==> src/hdl/jsu_pkg.sv <==
// Shared types and constants for the JSON string unescape block.
// Used by jsu_decode, jsu_out_stage and json_string_unescape; no dependencies.
package jsu_pkg;

    // Error codes carried with each result beat
    typedef enum logic [1:0] {
        ERR_NONE    = 2'd0,
        ERR_ESCAPE  = 2'd1,
        ERR_HEX     = 2'd2,
        ERR_CONTROL = 2'd3
    } err_code_t;

    // Characters recognized by the decoder
    localparam logic [7:0] CH_QUOTE     = 8'h22;
    localparam logic [7:0] CH_BACKSLASH = 8'h5C;
    localparam logic [7:0] CH_SLASH     = 8'h2F;
    localparam logic [7:0] CH_B         = 8'h62;
    localparam logic [7:0] CH_F         = 8'h66;
    localparam logic [7:0] CH_N         = 8'h6E;
    localparam logic [7:0] CH_R         = 8'h72;
    localparam logic [7:0] CH_T         = 8'h74;
    localparam logic [7:0] CH_U         = 8'h75;

    // Decoded values of the single-letter escapes
    localparam logic [7:0] VAL_BS = 8'h08;
    localparam logic [7:0] VAL_FF = 8'h0C;
    localparam logic [7:0] VAL_LF = 8'h0A;
    localparam logic [7:0] VAL_CR = 8'h0D;
    localparam logic [7:0] VAL_HT = 8'h09;

    // Plain bytes below this are flagged as control bytes
    localparam logic [7:0] CONTROL_LIMIT = 8'h20;

    // Number of hex digits after \u, minus one (count of the last digit)
    localparam logic [1:0] HEX_LAST = 2'd3;

    // One result item
    typedef struct packed {
        logic [7:0] out_byte;
        logic       string_end;
        err_code_t  error_code;
    } result_t;

endpackage

==> src/hdl/jsu_in_stage.sv <==
// Input register of the JSON string unescape block.
// Holds one raw byte beat until the decode stage takes it; no package use.
module jsu_in_stage (
    input  logic       aclk,
    input  logic       aresetn,
    input  logic       s_tvalid,
    output logic       s_tready,
    input  logic [7:0] s_tdata,
    input  logic       advance,
    output logic       in_valid,
    output logic [7:0] in_byte
);

    logic       in_valid_reg;
    logic       in_valid_next;
    logic [7:0] in_byte_reg;

    // Accept a new beat when empty or when the held one moves on this cycle
    assign s_tready = !in_valid_reg || advance;

    always_comb begin
        in_valid_next = in_valid_reg;
        if (s_tvalid && s_tready) begin
            in_valid_next = 1'b1;
        end else if (advance) begin
            in_valid_next = 1'b0;
        end
    end

    always_ff @(posedge aclk) begin
        if (!aresetn) begin
            in_valid_reg <= 1'b0;
        end else begin
            in_valid_reg <= in_valid_next;
        end
    end

    // Payload needs no reset
    always_ff @(posedge aclk) begin
        if (s_tvalid && s_tready) begin
            in_byte_reg <= s_tdata;
        end
    end

    assign in_valid = in_valid_reg;
    assign in_byte  = in_byte_reg;

endmodule

==> src/hdl/jsu_decode.sv <==
// Decode stage of the JSON string unescape block: string/escape/\u state
// and the combinational result for one byte. Depends on jsu_pkg.
module jsu_decode (
    input  logic             aclk,
    input  logic             aresetn,
    input  logic             fire,
    input  logic [7:0]       in_byte,
    output logic             res_valid,
    output jsu_pkg::result_t res
);

    typedef enum logic [1:0] {
        MODE_IDLE    = 2'd0,
        MODE_STRING  = 2'd1,
        MODE_ESCAPE  = 2'd2,
        MODE_UNICODE = 2'd3
    } mode_t;

    mode_t      mode_reg, mode_next;
    logic [1:0] hex_cnt_reg, hex_cnt_next;
    logic [3:0] code_reg, code_next;
    logic       hex_err_reg, hex_err_next;

    logic [3:0] digit;
    logic       digit_ok;

    // Hex digit value; a bad digit counts as zero
    always_comb begin
        digit    = 4'd0;
        digit_ok = 1'b1;
        case (in_byte) inside
            [8'h30:8'h39]: digit = in_byte[3:0];
            [8'h61:8'h66], [8'h41:8'h46]: digit = in_byte[3:0] + 4'd9;
            default: digit_ok = 1'b0;
        endcase
    end

    // Next state and result for the byte in the input register
    always_comb begin
        mode_next    = mode_reg;
        hex_cnt_next = hex_cnt_reg;
        code_next    = code_reg;
        hex_err_next = hex_err_reg;
        res_valid    = 1'b0;
        res          = '{out_byte: in_byte, string_end: 1'b0,
                         error_code: jsu_pkg::ERR_NONE};
        case (mode_reg)
            MODE_IDLE: begin
                if (in_byte == jsu_pkg::CH_QUOTE) begin
                    mode_next = MODE_STRING;
                end
            end
            MODE_STRING: begin
                if (in_byte == jsu_pkg::CH_BACKSLASH) begin
                    mode_next = MODE_ESCAPE;
                end else if (in_byte == jsu_pkg::CH_QUOTE) begin
                    mode_next      = MODE_IDLE;
                    res_valid      = 1'b1;
                    res.out_byte   = 8'd0;
                    res.string_end = 1'b1;
                end else begin
                    res_valid = 1'b1;
                    if (in_byte < jsu_pkg::CONTROL_LIMIT) begin
                        res.error_code = jsu_pkg::ERR_CONTROL;
                    end
                end
            end
            MODE_ESCAPE: begin
                mode_next = MODE_STRING;
                res_valid = 1'b1;
                case (in_byte)
                    jsu_pkg::CH_QUOTE, jsu_pkg::CH_BACKSLASH, jsu_pkg::CH_SLASH: begin
                        res.out_byte = in_byte;
                    end
                    jsu_pkg::CH_B: res.out_byte = jsu_pkg::VAL_BS;
                    jsu_pkg::CH_F: res.out_byte = jsu_pkg::VAL_FF;
                    jsu_pkg::CH_N: res.out_byte = jsu_pkg::VAL_LF;
                    jsu_pkg::CH_R: res.out_byte = jsu_pkg::VAL_CR;
                    jsu_pkg::CH_T: res.out_byte = jsu_pkg::VAL_HT;
                    jsu_pkg::CH_U: begin
                        mode_next    = MODE_UNICODE;
                        res_valid    = 1'b0;
                        hex_cnt_next = 2'd0;
                        code_next    = 4'd0;
                        hex_err_next = 1'b0;
                    end
                    default: res.error_code = jsu_pkg::ERR_ESCAPE;
                endcase
            end
            default: begin
                // Only the low 8 bits of the code matter: keep one prior digit
                if (hex_cnt_reg == jsu_pkg::HEX_LAST) begin
                    mode_next    = MODE_STRING;
                    res_valid    = 1'b1;
                    res.out_byte = {code_reg, digit};
                    if (hex_err_reg || !digit_ok) begin
                        res.error_code = jsu_pkg::ERR_HEX;
                    end
                    hex_cnt_next = 2'd0;
                    code_next    = 4'd0;
                    hex_err_next = 1'b0;
                end else begin
                    hex_cnt_next = hex_cnt_reg + 2'd1;
                    code_next    = digit;
                    hex_err_next = hex_err_reg || !digit_ok;
                end
            end
        endcase
    end

    // Advance state only when the byte leaves the input register
    always_ff @(posedge aclk) begin
        if (!aresetn) begin
            mode_reg    <= MODE_IDLE;
            hex_cnt_reg <= 2'd0;
            code_reg    <= 4'd0;
            hex_err_reg <= 1'b0;
        end else if (fire) begin
            mode_reg    <= mode_next;
            hex_cnt_reg <= hex_cnt_next;
            code_reg    <= code_next;
            hex_err_reg <= hex_err_next;
        end
    end

endmodule

==> src/hdl/jsu_out_stage.sv <==
// Output register of the JSON string unescape block.
// Holds one result beat for the master side. Depends on jsu_pkg.
module jsu_out_stage (
    input  logic             aclk,
    input  logic             aresetn,
    input  logic             load,
    input  jsu_pkg::result_t res,
    output logic             can_take,
    output logic             m_tvalid,
    input  logic             m_tready,
    output jsu_pkg::result_t held
);

    logic             m_valid_reg;
    logic             m_valid_next;
    jsu_pkg::result_t held_reg;

    // Room for a new beat when empty or when the held one leaves now
    assign can_take = !m_valid_reg || m_tready;

    always_comb begin
        m_valid_next = m_valid_reg;
        if (load) begin
            m_valid_next = 1'b1;
        end else if (m_tready) begin
            m_valid_next = 1'b0;
        end
    end

    always_ff @(posedge aclk) begin
        if (!aresetn) begin
            m_valid_reg <= 1'b0;
        end else begin
            m_valid_reg <= m_valid_next;
        end
    end

    always_ff @(posedge aclk) begin
        if (load) begin
            held_reg <= res;
        end
    end

    assign m_tvalid = m_valid_reg;
    assign held     = held_reg;

endmodule

==> src/hdl/json_string_unescape.sv <==
// Top level of the JSON string unescape block: input register, decode stage,
// output register. Depends on jsu_pkg, jsu_in_stage, jsu_decode, jsu_out_stage.
//
//   channel  | dir | payload
//   ---------+-----+-------------------------------------------------
//   s_       | in  | tdata[7:0] = in_byte
//   m_       | out | tdata[7:0] = out_byte; tuser = string_end, error_code
//
// One byte per clock sustained while m_tready is high: a beat waits in the
// input register, is decoded combinationally and lands in the output register
// as it leaves the input register, and its result is then offered on m_.
// Bytes that give no result (idle bytes, opening quote, backslash, u, \u
// digits but the last) still occupy decode. m_tready low while a result is held
// freezes decode; the input register takes one more byte, then s_tready drops.
// aresetn (synchronous) returns the decoder to idle and empties both registers.
module json_string_unescape (
    input  logic       aclk,
    input  logic       aresetn,
    input  logic       s_tvalid,
    output logic       s_tready,
    input  logic [7:0] s_tdata,   // [7:0] in_byte
    output logic       m_tvalid,
    input  logic       m_tready,
    output logic [7:0] m_tdata,   // [7:0] out_byte
    output logic [2:0] m_tuser    // [0] string_end, [2:1] error_code
);

    logic             in_valid;
    logic [7:0]       in_byte;
    logic             can_take;
    logic             fire;
    logic             res_valid;
    jsu_pkg::result_t res;
    jsu_pkg::result_t held;

    // Move the held byte into decode whenever the output side has room
    assign fire = in_valid && can_take;

    jsu_in_stage u_in (
        .aclk     (aclk),
        .aresetn  (aresetn),
        .s_tvalid (s_tvalid),
        .s_tready (s_tready),
        .s_tdata  (s_tdata),
        .advance  (can_take),
        .in_valid (in_valid),
        .in_byte  (in_byte)
    );

    jsu_decode u_dec (
        .aclk      (aclk),
        .aresetn   (aresetn),
        .fire      (fire),
        .in_byte   (in_byte),
        .res_valid (res_valid),
        .res       (res)
    );

    jsu_out_stage u_out (
        .aclk     (aclk),
        .aresetn  (aresetn),
        .load     (fire && res_valid),
        .res      (res),
        .can_take (can_take),
        .m_tvalid (m_tvalid),
        .m_tready (m_tready),
        .held     (held)
    );

    assign m_tdata = held.out_byte;
    assign m_tuser = {held.error_code, held.string_end};

`ifndef SYNTHESIS
    // An empty output register never blocks the input side
    a_ready_when_empty: assert property (@(posedge aclk) disable iff (!aresetn)
        !m_tvalid |-> s_tready)
        else $error("s_tready low with empty output register");

    // End-of-string beats carry a zero byte and no error
    a_end_clean: assert property (@(posedge aclk) disable iff (!aresetn)
        (m_tvalid && m_tuser[0]) |->
        (m_tdata == 8'd0 && m_tuser[2:1] == jsu_pkg::ERR_NONE))
        else $error("string end beat with data or error");

    // Control-byte errors only flag bytes below space
    a_control_range: assert property (@(posedge aclk) disable iff (!aresetn)
        (m_tvalid && m_tuser[2:1] == jsu_pkg::ERR_CONTROL) |->
        (m_tdata < jsu_pkg::CONTROL_LIMIT))
        else $error("control error on printable byte");

    // Nothing is presented right after reset
    a_reset_empty: assert property (@(posedge aclk)
        !aresetn |=> !m_tvalid)
        else $error("m_tvalid high after reset");
`endif

endmodule
==> config.mk <==
export PLATFORM = sky130hd
export DESIGN_NAME = json_string_unescape
export DESIGN_NICKNAME = d
export VERILOG_FILES = /design/src/hdl/jsu_pkg.sv /design/src/hdl/jsu_in_stage.sv /design/src/hdl/jsu_decode.sv /design/src/hdl/jsu_out_stage.sv /design/src/hdl/json_string_unescape.sv
export SDC_FILE = /design/constraint.sdc
export NUM_CORES = 1
export LEC_CHECK = 0
export BUFFER_PORTS_ARGS = -buffer_cell sky130_fd_sc_hd__buf_4
export CORE_ASPECT_RATIO = 0.7
export CORE_UTILIZATION = 35
export CTS_CLUSTER_SIZE = 20
export DETAILED_ROUTE_END_ITERATION = 8
export GPL_TIMING_DRIVEN = 0
export HOLD_SLACK_MARGIN = 0.05
export SLEW_MARGIN = 20
export SYNTH_ARGS = -nofsm -noshare
export SYNTH_HDL_FRONTEND = slang
export SYNTH_SLANG_ARGS = --single-unit
==> constraint.sdc <==
create_clock -name aclk -period 3.2 [get_ports aclk]
set_clock_uncertainty 0.15 [all_clocks]
set_input_delay 0.32 -clock aclk [delete_from_list [all_inputs] [get_ports aclk]]
set_output_delay 0.32 -clock aclk [all_outputs]
set_load 0.01 [all_outputs]
# After elaboration in Yosys (flattened, before gate mapping)
# Index checks and enable logic that the tools add are counted.
# op_classes
reduce_logical	22
n_eq_ne	15
order_cmp	7
addsub	2
muxes	38
n_bitwise	2
# op_table
cell	n
8-bit by 7-bit equality test with 1-bit output (second input constant)	7
8-bit case mux with 5 select lines	1
8-bit case mux with 3 select lines	1
2-bit 2-to-1 mux	11
8-bit by 6-bit equality test with 1-bit output (second input constant)	2
8-bit by 7-bit greater-or-equal comparator with 1-bit output (second input constant)	2
8-bit by 7-bit <= comparator with 1-bit output (second input constant)	2
4-bit 2-to-1 mux	4
1-bit 2-to-1 mux	12
2-bit case mux with 3 select lines	2
11-bit 2-to-1 mux	1
9-bit 2-to-1 mux	1
9-bit OR reduction	1
8-bit by 6-bit greater-or-equal comparator with 1-bit output (second input constant)	1
8-bit by 6-bit <= comparator with 1-bit output (second input constant)	1
8-bit by 6-bit < comparator with 1-bit output (second input constant)	1
8-bit 2-to-1 mux	1
4-bit case mux with 2 select lines	1
1-bit logical AND	6
2-bit OR reduction	3
4-bit adder (second input constant)	1
2-bit equality test (second input constant)	2
2-bit case mux with 2 select lines	1
4-bit AND reduction	1
14 further kinds	20
# totals
elab_cells	96
input_bits	12
out_inout_bits	13
ff_bits	30

# Longest topological paths before layout
# depth
depth_word	10
ltp_mapped	8
depth_no_buf	7

# Cells and area by module
# From an unflattened synthesis, not the netlist that was laid out.
# unflattened
cells_unflattened	181
hier_area_um2	1839.3
# by_module_without_submodules
module	area_per_inst_um2	seq_area_each_um2	n_inst	cells_each
jsu_decode	1149.9	180.2	1	151
jsu_out_stage	379.1	350.3	1	15
jsu_in_stage	297.8	260.2	1	13
json_string_unescape	12.5	0.0	1	2

# Worst setup path after synthesis
# No wires, ideal clock.
# synth_timing
path_type	register to register
startpoint	reg u_in.in_byte_reg[0] (netlist: u_in.in_byte[0])
endpoint	reg u_out.held_reg, in the netlist u_out.held[4], data pin
slack_ns	0.789
required_time_ns	2.789
arrival_time_ns	2.000
path_buffers	1
setup_ns	0.261
stages_incl_launch_ff	9
synth_period_minus_slack_ns	2.411
cell_sequence	edfxtp_1 clkbuf_2 inv_1 ha_1 nor3b_1 o21ai_1 and2_1 a22o_1 a221o_1
# synth_lines
element	line	source
start, declared	jsu_in_stage.sv:16	logic [7:0] in_byte_reg;
start signal, assigned	jsu_in_stage.sv:41	in_byte_reg <= s_tdata;
end signal, assigned	jsu_out_stage.sv:40	held_reg <= res;
end, declared	jsu_out_stage.sv:16	jsu_pkg::result_t held_reg;

==> impl_metrics.tcl <==
set metrics [dict create \
    tightest_slew_ps 889 \
    dp_hpwl_mm 3.46 \
    synth-seq-cells 30 \
    finalSetupTns_ps 0 \
    syn_inst 186 \
    synth_top_family_by_area "simple AND/OR/NAND/NOR gates" \
    vias 1544 \
    r2r_setup_slack_ps 370 \
    clkSlewWorstSetupHoldPaths_ps 70 \
    fp.coreArea_mm2 0.00529 \
    die_area_mm2 0.00585 \
    p_per_area_mw_per_mm2 366 \
    synth_area_mm2 0.00194 \
    via_per_inst 5.31 \
    synth_edf_count 19 \
    die_w_um 91.0 \
    place_congestion 0.903 \
    drc_errors 0 \
    final_common_cell "buf_4" \
    first_iter_violations 124 \
    largest_reg_flops 11 \
    drive_gt1_share_pct 25.6 \
    rows 22 \
    rsz0062_at_grt "no" \
    n_antenna_cell 0 \
    layout_common_cells "buf_4, edfxtp_1, nand2_1" \
    ant_nets 0 \
    drv_cap 0 \
    final.min_clock_period_ps 2830 \
    p_leak_nw 0.855 \
    routed_wl_mm 4.51 \
    synth.distinct_cells 62 \
    worstPathArrival_ps 2700 \
    antenna_found_initial 0 \
    grt_pass1_wl_mm 7.19 \
    start_util_pct 36.7 \
    required_ps 3070 \
    max_freq_mhz 353 \
    grt_max_degree 12 \
    synth_warnings 0 \
    synth_adder_area_share_pct 6.45 \
    synth_xor_area_share_pct 0 \
    peakVddDrop_v 0.000140 \
    cts_tree "yes" \
    syn_avg_cell_area_um2 10.4 \
    num_io_pins 25 \
    cts_max_level 2 \
    crit_path_end_kind "flop" \
    fillers 539 \
    status "finished, final reports clean" \
    synth_compound_area_share_pct 22.2 \
    slew_violations 0 \
    hold_path_class "in2reg" \
    numPortBuffers 24 \
    globalRouteTotalUtil_pct 16.2 \
    area_growth_pct 19.2 \
    clock_latency_ps 280 \
    path_max_fanout 8 \
    grt_remaining_overflow 0 \
    routedWlPerCell_um 15.5 \
    final_nets 240 \
    post_cts.repair.setup_buffers 0 \
    cts_inserted_buffers 5 \
    fin_crit_sh_pct 88.5 \
    grt_pass1_vias 1346 \
    yosys-mux-area-fraction_pct 1.03 \
    synth_simple_gate_area_share_pct 23.7 \
    cts.path.max_buffers 2 \
    dr.max_layer_used "met4" \
    slew_headroom_pct 40.5 \
    power.total_w 0.000846 \
    synth-main-ff-cell "edfxtp_1" \
    met1_length_mm 2.46 \
    hold_viol 0 \
    criticalPathCategory "reg2reg" \
    setup_viol 0 \
    die_h_um 64.3 \
    synth-seq-area-share_pct 40.8 \
    clock-sinks 30 \
    ctsRootBufferMaster "clkbuf_8" \
    drt_pre_antenna_iters 4 \
    async_reset_ff_share_pct 0 \
    dr_wl_met2_mm 1.67 \
    startpoint_type "flop" \
    wl_met3_um 331 \
    syn-num-nets 208 \
]
logic make-up after synthesis:
group / count (synthesis)
mux: 2
compound gates: 53
simple gates: 74
buf+inv: 17
fa+ha+maj: 10
flops: 30
worst max-delay path: stages, from the launching register on:
cell and delay [ps]:
edfxtp_1 420, clkbuf_2 220, inv_1 140, ha_1 230
nor3b_1 430, o21ai_1 200, and2_1 240, a22o_1 250
a221o_1 300
Yosys cell counts (3+ instances only):
cell | number | area, um^2
nand4_1 | 3 | 18.8
inv_1 | 6 | 22.5
o21ai_0 | 4 | 20.0
nor3b_1 | 4 | 30.0
a21oi_1 | 7 | 35.0
a22o_1 | 5 | 43.8
nand2_1 | 18 | 67.6
nor2_1 | 9 | 33.8
nor2b_1 | 6 | 37.5
nand2b_1 | 7 | 43.8
and2_1 | 3 | 18.8
edfxtp_1 | 19 | 571
a21boi_1 | 3 | 22.5
clkbuf_8 | 3 | 41.3
nand3_1 | 5 | 25.0
o21ai_1 | 5 | 25.0
nand3b_1 | 3 | 22.5
ha_1 | 10 | 125
dfxtp_1 | 11 | 220
layout make-up:
class                   count  area, um^2  share of cell area (%)
clock inverters             1        5.00                   0.217
plain buffers              10        86.3                    3.74
multi-input cells         139        1040                    44.8
inverters                   7        26.3                    1.14
repair buffers             25         190                    8.23
flip-flops and latches     30         791                    34.2
clock buffers               7        86.3                    3.74
well taps                  72        90.1                    3.90
path summary, 6_finish.rpt:
kind / from / to / cells after the start
worst max-delay path: u_in.in_byte[0] / u_out.held[4] / 8
worst min-delay path: s_tdata[3] / u_in.in_byte[3] / 1
worst max register to register: u_in.in_byte[0] / u_out.held[4] / 8
worst min register to register: u_dec.hex_cnt_reg[1] / u_dec.hex_cnt_reg[1] / 2
routing by layer:
metal	GRT usage, %	vias to the layer above
li1	-	766
met4	4.56	0
met5	0	-
met2	19.9	44
met1	26.2	727
met3	4.64	7
per-stage QoR:
step / setup slack [ps] / cells / hold slack, ps / cell area, um^2 / util, %
after detailed placement: 427 / 282 / 309 / 2210 / 41.8
after CTS: 404 / 290 / 55.6 / 2300 / 43.5
final: 369 / 291 / 59.0 / 2310 / 43.7
after global routing: 204 / 291 / 52.9 / 2310 / 43.7
after floorplan: 789 / 186 / 269 / 1940 / -
after global placement: 433 / 282 / 294 / 2210 / 41.8
power by group:
group / internal [W] / switching (W)
sequential: 0.000422 / 0.0000136
clock: 0.000173 / 0.000140
combinational: 0.0000463 / 0.0000514
total: 0.000641 / 0.000205
timing repair:
item	4_1_cts	5_1_grt
endpoints found under the setup margin	0	0
hold endpoints to repair	0	1
gates resized for setup	0	0
hold buffers	0	1
Note: power is estimated with default switching activity, not from simulation.
